<file path="config.mk">
export PLATFORM = sky130hd
export DESIGN_NAME = divider_timer_with_delayed_reload
export DESIGN_NICKNAME = d
export VERILOG_FILES = /design/src/tdr_pkg.sv /design/src/tdr_core.sv /design/src/divider_timer_with_delayed_reload.sv
export SDC_FILE = /design/constraint.sdc
export NUM_CORES = 1
export LEC_CHECK = 0
export BUFFER_PORTS_ARGS = -buffer_cell sky130_fd_sc_hd__buf_2
export CAP_MARGIN = 15
export CORE_AREA = 2 2 83 85
export CTS_BUF_LIST = sky130_fd_sc_hd__clkbuf_4 sky130_fd_sc_hd__clkbuf_8
export DETAILED_ROUTE_END_ITERATION = 10
export DIE_AREA = 0 0 85 87
export HOLD_SLACK_MARGIN = 0.08
export PLACE_DENSITY = 0.75
export SLEW_MARGIN = 20
export SYNTH_ARGS = -nofsm -noshare
export SYNTH_HDL_FRONTEND = slang
export SYNTH_SLANG_ARGS = --single-unit
</file>
<file path="constraint.sdc">
create_clock -name clk -period 5.55 [get_ports clk]
set_input_delay 1.3875 -clock clk [delete_from_list [all_inputs] [get_ports clk]]
set_output_delay 1.3875 -clock clk [all_outputs]
set_load 0.03 [all_outputs]
</file>
<file path="src/tdr_pkg.sv">
// ----------------------------------------------------------------------------
// tdr_pkg
// Shared types, operation codes and helpers for the divider/timer block.
// ----------------------------------------------------------------------------
package tdr_pkg;

    // Operation codes carried with each input item.
    typedef enum logic [2:0] {
        OP_TICK          = 3'd0,
        OP_DIV_WRITE     = 3'd1,
        OP_COUNTER_WRITE = 3'd2,
        OP_MODULO_WRITE  = 3'd3,
        OP_CONTROL_WRITE = 3'd4
    } op_t;

    localparam logic [15:0] TICK_STEP    = 16'd4;
    localparam logic [1:0]  RELOAD_DELAY = 2'd2;
    localparam logic [7:0]  COUNTER_MAX  = 8'hFF;

    // System counter bit watched for each clock select code.
    localparam int unsigned SEL_BIT_0 = 9;
    localparam int unsigned SEL_BIT_1 = 3;
    localparam int unsigned SEL_BIT_2 = 5;
    localparam int unsigned SEL_BIT_3 = 7;

    // One input item as held in the input register.
    typedef struct packed {
        logic [2:0] op;
        logic [7:0] data;
        logic       batch_end;
    } item_t;

    // One result item.
    typedef struct packed {
        logic       irq_pulse;
        logic [7:0] counter_value;
        logic [7:0] divider_value;
    } result_t;

    // Enable-gated, control-selected bit of the system counter.
    function automatic logic selected_bit(input logic [2:0] ctrl, input logic [15:0] sc);
        logic b;
        begin
            unique case (ctrl[1:0])
                2'd0:    b = sc[SEL_BIT_0];
                2'd1:    b = sc[SEL_BIT_1];
                2'd2:    b = sc[SEL_BIT_2];
                default: b = sc[SEL_BIT_3];
            endcase
            return ctrl[2] & b;
        end
    endfunction

endpackage

</file>
<file path="src/tdr_core.sv">
// ----------------------------------------------------------------------------
// tdr_core
// Timer state registers and the combinational update for one item.
// ----------------------------------------------------------------------------
module tdr_core (
    input  logic            clk,
    input  logic            rst_n,
    input  logic            step,
    input  tdr_pkg::item_t  item,
    output tdr_pkg::result_t result
);

    logic [15:0] sc_reg, sc_next;
    logic [7:0]  tc_reg, tc_next;
    logic [7:0]  mod_reg, mod_next;
    logic [2:0]  ctrl_reg, ctrl_next;
    logic [1:0]  cd_reg, cd_next;
    logic        prev_reg, prev_next;
    logic        armed_reg, armed_next;

    // Values seen by the edge check.
    logic [15:0] sc_edge;
    logic [2:0]  ctrl_edge;
    logic        sel_now;
    logic        fall;
    logic [1:0]  cd_dec;
    logic        irq;

    always_comb
    begin
        sc_next    = sc_reg;
        tc_next    = tc_reg;
        mod_next   = mod_reg;
        ctrl_next  = ctrl_reg;
        cd_next    = cd_reg;
        prev_next  = prev_reg;
        armed_next = armed_reg;
        irq        = 1'b0;

        // Only a tick advances the system counter; a divider write clears it.
        sc_edge   = sc_reg;
        ctrl_edge = ctrl_reg;
        unique case (item.op)
            tdr_pkg::OP_TICK:          sc_edge = sc_reg + tdr_pkg::TICK_STEP;
            tdr_pkg::OP_DIV_WRITE:     sc_edge = '0;
            tdr_pkg::OP_CONTROL_WRITE: ctrl_edge = item.data[2:0];
            default:                   ctrl_edge = ctrl_reg;
        endcase
        sel_now = tdr_pkg::selected_bit(ctrl_edge, sc_edge);
        fall    = prev_reg & ~sel_now;
        cd_dec  = (cd_reg != 2'd0) ? cd_reg - 2'd1 : 2'd0;

        unique case (item.op)
            tdr_pkg::OP_TICK:
            begin
                sc_next   = sc_edge;
                cd_next   = cd_dec;
                prev_next = sel_now;
                if (fall)
                begin
                    tc_next = tc_reg + 8'd1;
                    if (tc_reg == tdr_pkg::COUNTER_MAX)
                    begin
                        cd_next = tdr_pkg::RELOAD_DELAY;
                    end
                end
                if (cd_next == 2'd1)
                begin
                    tc_next = mod_reg;
                    irq     = 1'b1;
                end
                else if (cd_next == tdr_pkg::RELOAD_DELAY && armed_reg)
                begin
                    tc_next = mod_reg;
                    irq     = 1'b1;
                    cd_next = 2'd0;
                end
                if (item.batch_end)
                begin
                    armed_next = 1'b0;
                end
            end
            tdr_pkg::OP_DIV_WRITE, tdr_pkg::OP_CONTROL_WRITE:
            begin
                sc_next    = sc_edge;
                ctrl_next  = ctrl_edge;
                prev_next  = sel_now;
                armed_next = 1'b1;
                if (fall)
                begin
                    tc_next = tc_reg + 8'd1;
                    if (tc_reg == tdr_pkg::COUNTER_MAX)
                    begin
                        cd_next = tdr_pkg::RELOAD_DELAY;
                    end
                end
            end
            tdr_pkg::OP_COUNTER_WRITE:
            begin
                // A write in the reload cycle loses to the reload.
                if (cd_reg != 2'd1)
                begin
                    tc_next = item.data;
                    cd_next = 2'd0;
                end
            end
            tdr_pkg::OP_MODULO_WRITE:
            begin
                mod_next = item.data;
                if (cd_reg == 2'd1)
                begin
                    tc_next = item.data;
                end
            end
            default:
            begin
                irq = 1'b0;
            end
        endcase

        result.divider_value = sc_next[15:8];
        result.counter_value = tc_next;
        result.irq_pulse     = irq;
    end

    always_ff @(posedge clk or negedge rst_n)
    begin
        if (!rst_n)
        begin
            sc_reg    <= '0;
            tc_reg    <= '0;
            mod_reg   <= '0;
            ctrl_reg  <= '0;
            cd_reg    <= '0;
            prev_reg  <= 1'b0;
            armed_reg <= 1'b0;
        end
        else if (step)
        begin
            sc_reg    <= sc_next;
            tc_reg    <= tc_next;
            mod_reg   <= mod_next;
            ctrl_reg  <= ctrl_next;
            cd_reg    <= cd_next;
            prev_reg  <= prev_next;
            armed_reg <= armed_next;
        end
    end

`ifndef SYNTHESIS
    a_irq_only_on_tick: assert property (@(posedge clk) disable iff (!rst_n)
        step && result.irq_pulse |-> item.op == tdr_pkg::OP_TICK)
        else $error("timer interrupt raised by a write");

    a_countdown_range: assert property (@(posedge clk) disable iff (!rst_n)
        cd_reg != 2'd3)
        else $error("reload countdown out of range");

    a_irq_loads_modulo: assert property (@(posedge clk) disable iff (!rst_n)
        step && result.irq_pulse |=> tc_reg == mod_reg)
        else $error("interrupt without modulo reload");

    a_hold_when_idle: assert property (@(posedge clk) disable iff (!rst_n)
        !step |=> $stable(sc_reg) && $stable(tc_reg) && $stable(cd_reg))
        else $error("timer state changed without an item");
`endif

endmodule

</file>
<file path="src/divider_timer_with_delayed_reload.sv">
// ----------------------------------------------------------------------------
// divider_timer_with_delayed_reload
// Divider/timer with modulo reload delayed after counter overflow.
// ----------------------------------------------------------------------------
// Each transfer on the input stream is one machine-cycle tick or one write to
// the divider, counter, modulo or control register, and it produces exactly
// one output transfer with the divider byte, the counter value and an
// interrupt flag. The block takes one transfer every clock cycle while the output
// side is ready: an input register holds the item, combinational logic applies
// it to the timer state, and a result register presents the outcome, so each
// item passes through both registers on its way to the output. The state update
// loop sustains one item per cycle. Back-pressure on the output holds the result
// register and the input register, and the input stays ready whenever either
// can move.
// ----------------------------------------------------------------------------
module divider_timer_with_delayed_reload (
    input  logic        clk,
    input  logic        rst_n,
    // Input stream.
    input  logic        s_axis_tvalid,
    output logic        s_axis_tready,
    input  logic [7:0]  s_axis_tdata,   // [7:0] write_data
    input  logic [2:0]  s_axis_tuser,   // [2:0] operation
    input  logic        s_axis_tlast,   // batch_end
    // Output stream.
    output logic        m_axis_tvalid,
    input  logic        m_axis_tready,
    output logic [15:0] m_axis_tdata,   // [7:0] divider_value, [15:8] counter_value
    output logic        m_axis_tuser    // irq_pulse
);

    tdr_pkg::item_t   in_reg;
    logic             in_valid_reg;
    tdr_pkg::result_t res_comb;
    tdr_pkg::result_t out_reg;
    logic             out_valid_reg;
    logic             advance;

    // The held item moves into the result register when that register is
    // empty or its current result is being taken in this cycle.
    assign advance       = in_valid_reg && (!out_valid_reg || m_axis_tready);
    assign s_axis_tready = !in_valid_reg || advance;

    always_ff @(posedge clk or negedge rst_n)
    begin
        if (!rst_n)
        begin
            in_valid_reg  <= 1'b0;
            out_valid_reg <= 1'b0;
        end
        else
        begin
            if (s_axis_tready)
            begin
                in_valid_reg <= s_axis_tvalid;
            end
            if (advance)
            begin
                out_valid_reg <= 1'b1;
            end
            else if (m_axis_tready)
            begin
                out_valid_reg <= 1'b0;
            end
        end
    end

    // Payload registers carry no reset.
    always_ff @(posedge clk)
    begin
        if (s_axis_tready && s_axis_tvalid)
        begin
            in_reg.op        <= s_axis_tuser;
            in_reg.data      <= s_axis_tdata;
            in_reg.batch_end <= s_axis_tlast;
        end
        if (advance)
        begin
            out_reg <= res_comb;
        end
    end

    tdr_core u_core (
        .clk    (clk),
        .rst_n  (rst_n),
        .step   (advance),
        .item   (in_reg),
        .result (res_comb)
    );

    assign m_axis_tvalid = out_valid_reg;
    assign m_axis_tdata  = {out_reg.counter_value, out_reg.divider_value};
    assign m_axis_tuser  = out_reg.irq_pulse;

`ifndef SYNTHESIS
    a_no_drop_on_stall: assert property (@(posedge clk) disable iff (!rst_n)
        out_valid_reg && !m_axis_tready |=> out_valid_reg && $stable(m_axis_tdata))
        else $error("stalled result was lost or changed");

    a_advance_fills_output: assert property (@(posedge clk) disable iff (!rst_n)
        advance |=> out_valid_reg)
        else $error("advanced item did not reach the result register");

    a_ready_when_empty: assert property (@(posedge clk) disable iff (!rst_n)
        !in_valid_reg |-> s_axis_tready)
        else $error("input stalled with empty input register");
`endif

endmodule

</file>
==> results by group, run 1 <==
CTS
  • TritonCTS buffer count: 9
  • CTS Root Cell: clkbuf_8
  • CTS tree: built
  • CTS clk-pin slew, worst paths: 0.07 ns
  • Clk buf depth: 2
  • Post-CTS Setup Bufs: 0
  • Cts hold-fix bufs: 0
  • CTS resizes: 0
  • # H-tree levels: 3
  • Clock Latency Late Sink: 0.36 ns
  • Sink Count: 68

GRT
  • First-pass GRT wire length: 12200 microns
  • Largest net degree at the start of global routing: 44
  • Vias in the first global route: 2496
  • GRT overflow: 0
  • GR Util All Layers: 0.215
  • Initial antenna violation count: 0

Timing
  • Achievable frequency: 274 MHz
  • Fin crit period: 3.65 ns
  • Worst Slack Setup Final: 1.90 ns
  • Tcrit/Tclk final: 0.658
  • Setup violators final: 0
  • Unrepaired setup endpoints after global routing: false
  • Setup TNS: 0 ns
  • Slew HR: 0.290
  • Least-Margin Pin Slew: 1.06 ns
  • Slew Viols, Final: 0
  • Final hold violations: 0
  • Post-Route Skew: 0.00944 ns

Final layout
  • Nets: 383
  • Final core occ: 0.596
  • Antenna fix cells: 0
  • Area Growth Syn to Fin: 10.5%
  • Fraction of layout cells with a size suffix above 1: 0.222
  • Final non-filler cell total: 450
  • Largest register FFs: 16

Route
  • Vias: 2733
  • Initial drt markers: 334
  • Drt via density: 6.07
  • Residual DRC: 0
  • DRT antenna net count: 0
  • WL final: 7290 microns
  • Drt wl/cell: 16.2 microns
  • DR pass1 iterations: 5

Logic synthesis
  • Simple-Gate Fraction of Synth Area: 0.155
  • Xor/xnor cell area share of the yosys netlist: 0.0247
  • Post-synthesis compound-gate area fraction: 0.184
  • Yosys warns: 0
  • Adder-cell share of the synthesized area: 0.00707
  • Seq cells post-synth: 68
  • Synthesized area: 3540 sq um
  • Syn nets: 348
  • Post-synth EDFFs: 29
  • Share of the synthesized area in the top cell type: 0.276
  • Main synth FF type: dfrtp_1
  • Library cells used by synthesis: 59
  • Dominant cell type by area after synthesis: dfrtp_1
  • Top cells by area, synth: dfrtp_1, edfxtp_1, nand2_1
  • Synth async-reset ratio: 0.574
  • Largest family of logic cells by synthesized area: compound AO/OA/AOI/OAI gates
  • Sequential share of the synthesized area: 0.522
  • Syn_area_per_cell: 10.7 sq um
  • Post-Synthesis Cells: 330
  • Post-synthesis mux area share: 0.0749

Power
  • P per Cell Area: 355 nW/um^2
  • Max IR drop VDD: 0.179 mV
  • Pwr Total: 1.39 mW
  • Leakage power: 1.57 nW

Floorplan
  • Core area: 6570 sq um
  • Initial Util: 0.539
  • # IOs: 35
  • Die W: 85 microns
  • FP Rows: 30
  • Chip height: 87 microns
  • Die Area: 7400 sq um

Flow run
  • Max-cap viol count: 0

Hold path
  • Min-Delay Path Class: flop to flop

Setup path
  • CP Capture Type: flop
  • Crit path kind: flop to flop
  • Worst setup SP type: flop
  • Crit path required time: 5.65 ns
  • Worst Path Arrival: 3.75 ns
  • Critical Path Fanout Max: 15

Placement
  • # port buffers: 34
  • Post-place setup slack: 1.93 ns
  • Final GP Congestion: 0.899
  • Detail Placement HPWL: 4980 microns
  • Dpl cells: 434

Status
  • Outcome: complete, no violations
[layout by cell type (no fill, tap or decap), types with 2 or more instances in the layout]
| cell | n |
|---|---|
| and3_1 | 7 |
| nor4_1 | 2 |
| a41oi_1 | 7 |
| nand2b_1 | 4 |
| o311ai_0 | 2 |
| mux2_2 | 12 |
| a21oi_1 | 22 |
| nor2_1 | 25 |
| nand2_1 | 37 |
| clkinv_4 | 2 |
| buf_4 | 2 |
| and3_2 | 2 |
| a21o_1 | 2 |
| o21ai_0 | 27 |
| and2_1 | 3 |
| dfrtp_1 | 39 |
| o211ai_1 | 6 |
| o2111ai_1 | 2 |
| nand3_1 | 8 |
| or3_1 | 2 |
| xnor2_1 | 10 |
| o21ai_1 | 2 |
| mux2i_1 | 13 |
| nor3_1 | 4 |
| buf_2 | 34 |
| o31ai_1 | 2 |
| a31oi_1 | 10 |
| ha_1 | 2 |
| inv_1 | 4 |
| a21o_2 | 2 |
| clkinv_2 | 3 |
| nand4_1 | 7 |
| edfxtp_1 | 29 |
| clkbuf_8 | 10 |
[critical path: stages (launching register included)]
cell and delay, ns:
edfxtp_1 0.59, or4b_4 0.62, o41a_1 0.34, a211o_1 0.34
a311oi_4 0.48, a21o_1 0.38, a31oi_2 0.24, o21ai_0 0.27
a21oi_1 0.13
[where the power goes]
group	leakage [nW]	total, mW	switching, mW	internal (mW)
logic	0.708	0.319	0.189	0.130
clock network	0.0920	0.372	0.199	0.173
registers	0.770	0.697	0.0846	0.612
total	1.57	1.39	0.472	0.916
[per-stage QoR]
step | hold slack (ns) | area, sq um
3_3_place_gp | 0.481 | 3740
3_5_place_dp | 0.488 | 3740
2_1_floorplan | 0.449 | 3540
5_1_grt | 0.520 | 3910
6_report | 0.507 | 3910
4_1_cts | 0.505 | 3910
[kinds of logic after synthesis]
| family | after synthesis |
|---|---|
| adders and majority gates | 2 |
| and+or+nand+nor | 111 |
| xor gates and xnor gates | 10 |
| DFF | 68 |
| muxes | 25 |
| AOI/OAI and AO/OA | 96 |
| buffers and inverters | 18 |
[routing by layer]
layer	routed length, microns	part of all wire	GRT usage
met5	0	0	0
met4	157	0.022	0.115
met3	444	0.061	0.0464
met2	3360	0.46	0.318
met1	3330	0.46	0.296
[synthesized netlist by cell type, types with 3 or more instances]
master and instances:
edfxtp_1 29, o211ai_1 6, a31oi_1 10, nand2_1 37
and3_1 7, dfrtp_1 39, a21oi_1 22, inv_1 4
nor3_1 4, nor2_1 25, nand4_1 7, mux2_2 12
and2_1 3, o21ai_0 27, a41oi_1 7, nand3_1 8
buf_6 4, xnor2_1 10, nand2b_1 4, buf_1 3
mux2i_1 13
[final timing paths]
check	from	endpoint	slack, ns	depth (start not counted)
worst max-delay path	in_reg[10]	m_axis_tdata[10]	1.90	8
worst min-delay path	u_core.armed_reg	u_core.armed_reg	0.51	2
worst max register to register	in_reg[10]	m_axis_tdata[10]	1.90	8
worst min register to register	u_core.armed_reg	u_core.armed_reg	0.51	2
max in group asynchronous	rst_n	u_core.tc_reg[0]	3.88	1
min in group asynchronous	rst_n	u_core.sc_reg[3]	1.14	1
[layout make-up]
type                       instances  area, sq um
multi-input combinational        244         1580
clock inverter                     6         40.0
timing repair buffer              36          185
tap                               80          100
inverter                           6         22.5
fill                             535         2660
clock buffer                      10          138
sequential                        68         1850
No activity file was read; power rests on OpenSTA's default activity.
==> inputs of run 2 (changes only) <==
--- a/config.mk
+++ b/config.mk
@@ -7,12 +7,12 @@
 export LEC_CHECK = 0
 export BUFFER_PORTS_ARGS = -buffer_cell sky130_fd_sc_hd__buf_2
 export CAP_MARGIN = 15
-export CORE_AREA = 2 2 83 85
+export CORE_AREA = 2 2 84 86
 export CTS_BUF_LIST = sky130_fd_sc_hd__clkbuf_4 sky130_fd_sc_hd__clkbuf_8
 export DETAILED_ROUTE_END_ITERATION = 10
-export DIE_AREA = 0 0 85 87
+export DIE_AREA = 0 0 86 88
 export HOLD_SLACK_MARGIN = 0.08
-export PLACE_DENSITY = 0.75
+export PLACE_DENSITY = 0.76
 export SLEW_MARGIN = 20
 export SYNTH_ARGS = -nofsm -noshare
 export SYNTH_HDL_FRONTEND = slang
==> constraint.sdc (replaced) <==
create_clock -name clk -period 3.03 [get_ports clk]
set_input_delay 0.7575 -clock clk [delete_from_list [all_inputs] [get_ports clk]]
set_output_delay 0.7575 -clock clk [all_outputs]
set_load 0.03 [all_outputs]
==> run 2 against run 1 <==
The run now ends with negative setup slack left. Sequential power rose by 85%. Register-to-register slack got worse by 1.9 ns. Fmax rose by 20%. Largest power group unchanged. Clock power is 130% higher. Combinational power up 150%.
==> results by group, run 2 (synthesis results as in run 1) <==
GRT
  • GR Util All Layers: 0.232 (+0.0179)
  • Initial antenna violation count: 0 (unchanged)
  • Largest net degree at the start of global routing: 40 (-9.1%)
  • Vias in the first global route: 2690 (+7.8%)
  • First-pass GRT wire length: 13500 microns (+11%)
  • GRT overflow: 0 (unchanged)

Timing
  • Least-Margin Pin Slew: 1.08 ns (+0.0200 ns)
  • Hold WS: 0.485 ns (-0.0221 ns)
  • Post-Route Skew: 0.00775 ns (-0.00169 ns)
  • Achievable frequency: 329 MHz (+20%)
  • Tcrit/Tclk final: 1.00 (+0.346)
  • Setup violators final: 1 (+1)
  • Slew Viols, Final: 0 (unchanged)
  • Final hold violations: 0 (unchanged)
  • Setup TNS: -0.0101 ns (-0.0101 ns)
  • Slew HR: 0.279 (-0.0109)
  • Unrepaired setup endpoints after global routing: true
  • Fin crit period: 3.04 ns (-0.610 ns)
  • Worst Slack Setup Final: -0.0101 ns (-1.91 ns)

Route
  • Drt wl/cell: 17.5 microns (+8.3%)
  • Vias: 2946 (+7.8%)
  • DRT antenna net count: 0 (unchanged)
  • DR pass1 iterations: 5 (unchanged)
  • Initial drt markers: 462 (+38%)
  • WL final: 8420 microns (+16%)
  • Residual DRC: 0 (unchanged)
  • Drt via density: 6.14 (+1.1%)

Floorplan
  • Chip height: 88 microns (+1.1%)
  • Die W: 86 microns (+1.2%)
  • Core area: 6640 sq um (+1.1%)
  • FP Rows: 30 (unchanged)
  • Initial Util: 0.533 (-0.00609)
  • # IOs: 35 (unchanged)
  • Die Area: 7570 sq um (+2.3%)

CTS
  • Sink Count: 68 (unchanged)
  • Clk buf depth: 2 (unchanged)
  • TritonCTS buffer count: 9 (unchanged)
  • CTS Root Cell: clkbuf_8
  • Clock Latency Late Sink: 0.35 ns (about the same)
  • CTS tree: built
  • CTS clk-pin slew, worst paths: 0.07 ns (about the same)
  • # H-tree levels: 3 (unchanged)

Placement
  • Detail Placement HPWL: 5620 microns (+13%)
  • # port buffers: 34 (unchanged)
  • Final GP Congestion: 0.922 (+2.6%)
  • Dpl cells: 461 (+6.2%)

Setup path
  • CP Buf/Inv Count: 2 (+2)
  • CP Depth: 10 (+2)
  • Crit path kind: flop to flop
  • Crit path required time: 3.25 ns (-2.40 ns)
  • Crit-path max cell delay: 0.54 ns (-0.08 ns)
  • End of the worst register-to-register path: m_axis_tdata[12]
  • Crit path max-delay family: compound AO/OA/AOI/OAI gates
  • Path depth of the worst reg2reg path: 10 (+2)
  • Slowest CP cell: or4b_4
  • Worst setup SP type: flop
  • Critical Path Fanout Max: 7 (-8)
  • CP Capture Type: flop
  • FF-to-FF setup slack: -0.01 ns (-1.91 ns)
  • Worst Path Arrival: 3.26 ns (-0.49 ns)
  • FF-to-FF Start: in_reg[9]
  • Worst setup endpoint: m_axis_tdata[12]
  • Crit path from: in_reg[9]
  • Cells along the critical path: or4b_4, o41a_1, a211o_1, a311oi_4, buf_4, buf_6, o211ai_1, xnor2_1, o21ai_2, a21oi_2

Power
  • Sequential share of power: 0.442 (-0.060)
  • Max IR drop VDD: 0.383 mV (+110%)
  • Logic pwr share: 0.267 (+0.037)
  • P per Cell Area: 674 nW/um^2 (+90%)
  • Clock network power share: 0.291 (+0.023)
  • Pwr Total: 2.92 mW (+110%)
  • NetSw: 0.971 mW (+110%)
  • Sw frac: 0.332 (-0.00807)
  • P_int: 1.95 mW (+110%)
  • Leakage power: 1.76 nW (+12%)

Status
  • Outcome: complete, but fails checks
  • Violated checks: negative setup slack

Final layout
  • Nets: 413 (+7.8%)
  • Final non-filler cell total: 480 (+6.7%)
  • Most frequent cells in the layout: dfrtp_1, nand2_1, buf_2, buf_4, edfxtp_1
  • Final core occ: 0.653 (+0.0569)
  • Fraction of layout cells with a size suffix above 1: 0.340 (+0.118)
  • Largest register FFs: 16 (unchanged)
  • Final-layout fill cell count: 510 (-4.7%)
  • Commonest non-fill, non-tap cell in the layout: dfrtp_1
  • Area Growth Syn to Fin: 22.5%
  • Antenna fix cells: 0 (unchanged)

Flow run
  • Max-cap viol count: 0 (unchanged)

Hold path
  • Min-Delay Path Class: flop to flop
==> run 2: cell types whose count changed in the layout (fill, tap and decap cells not counted), sizes merged <==
cell | before | now
buf | 36 | 66
bufinv | 0 | 2
clkinv | 6 | 3
clkinvlp | 1 | 2
==> run 2: area by class of cell <==
cell class              count  area (sq um)  share of cell area
repair buffers             66           418              0.0964
clock buffers              10           138              0.0317
clock inverters             6          87.6              0.0202
flip-flops and latches     68          1850               0.426
well taps                  80           100              0.0231
inverters                   6          22.5             0.00519
multi-input cells         244          1720               0.398
==> run 2: through the flow <==
stage / cell area (sq um) / setup WS, ns
final: 4340 / -0.0101
after global routing: 4340 / -0.115
after floorplan: 3590 / -0.0654
after CTS: 4230 / -0.0192
after global placement: 4000 / -0.0288
after detailed placement: 4000 / -0.0944
==> run 2: power groups by stage <==
stage               clock [mW]  combinational, mW  sequential [mW]
CTS                      0.854              0.682             1.27
global route             0.901              0.845             1.31
detailed placement           0              0.676             1.29
finish                   0.850              0.782             1.29
floorplan                    0              0.444             1.29
global placement             0              0.656             1.29
==> run 2: how the worst min path moves through the flow <==
stage / startpoint / to / slack (ns) / cells past startpoint
final: u_core.armed_reg / u_core.armed_reg / 0.49 / 2
after global routing: u_core.armed_reg / u_core.armed_reg / 0.52 / 2
after floorplan: u_core.ctrl_reg[1] / u_core.ctrl_reg[1] / 0.45 / 2
after CTS: u_core.armed_reg / u_core.armed_reg / 0.49 / 2
after global placement: u_core.ctrl_reg[1] / u_core.ctrl_reg[1] / 0.47 / 2
after detailed placement: u_core.armed_reg / u_core.armed_reg / 0.47 / 2
==> run 2: repair_timing <==
action	4_1_cts	5_1_grt
resized for setup	2	21
hold buffers	0	0
buffers inserted	0	3
setup endpoints to repair	9	17
pin swaps	0	13
hold endpoints to repair	0	0
==> run 2: routing by layer <==
layer	up-vias	track usage	part of all wire
li1	1386	-	-
met1	1391	0.341	0.45
met2	149	0.347	0.46
met3	20	0.0405	0.074
met4	0	0.0851	0.022
met5	-	0	0
==> run 2: tightest hold or removal path, cell delays in order (launching register included) <==
cell and delay (ns):
dfrtp_1 0.35, nand2_1 0.05, nand2_1 0.05
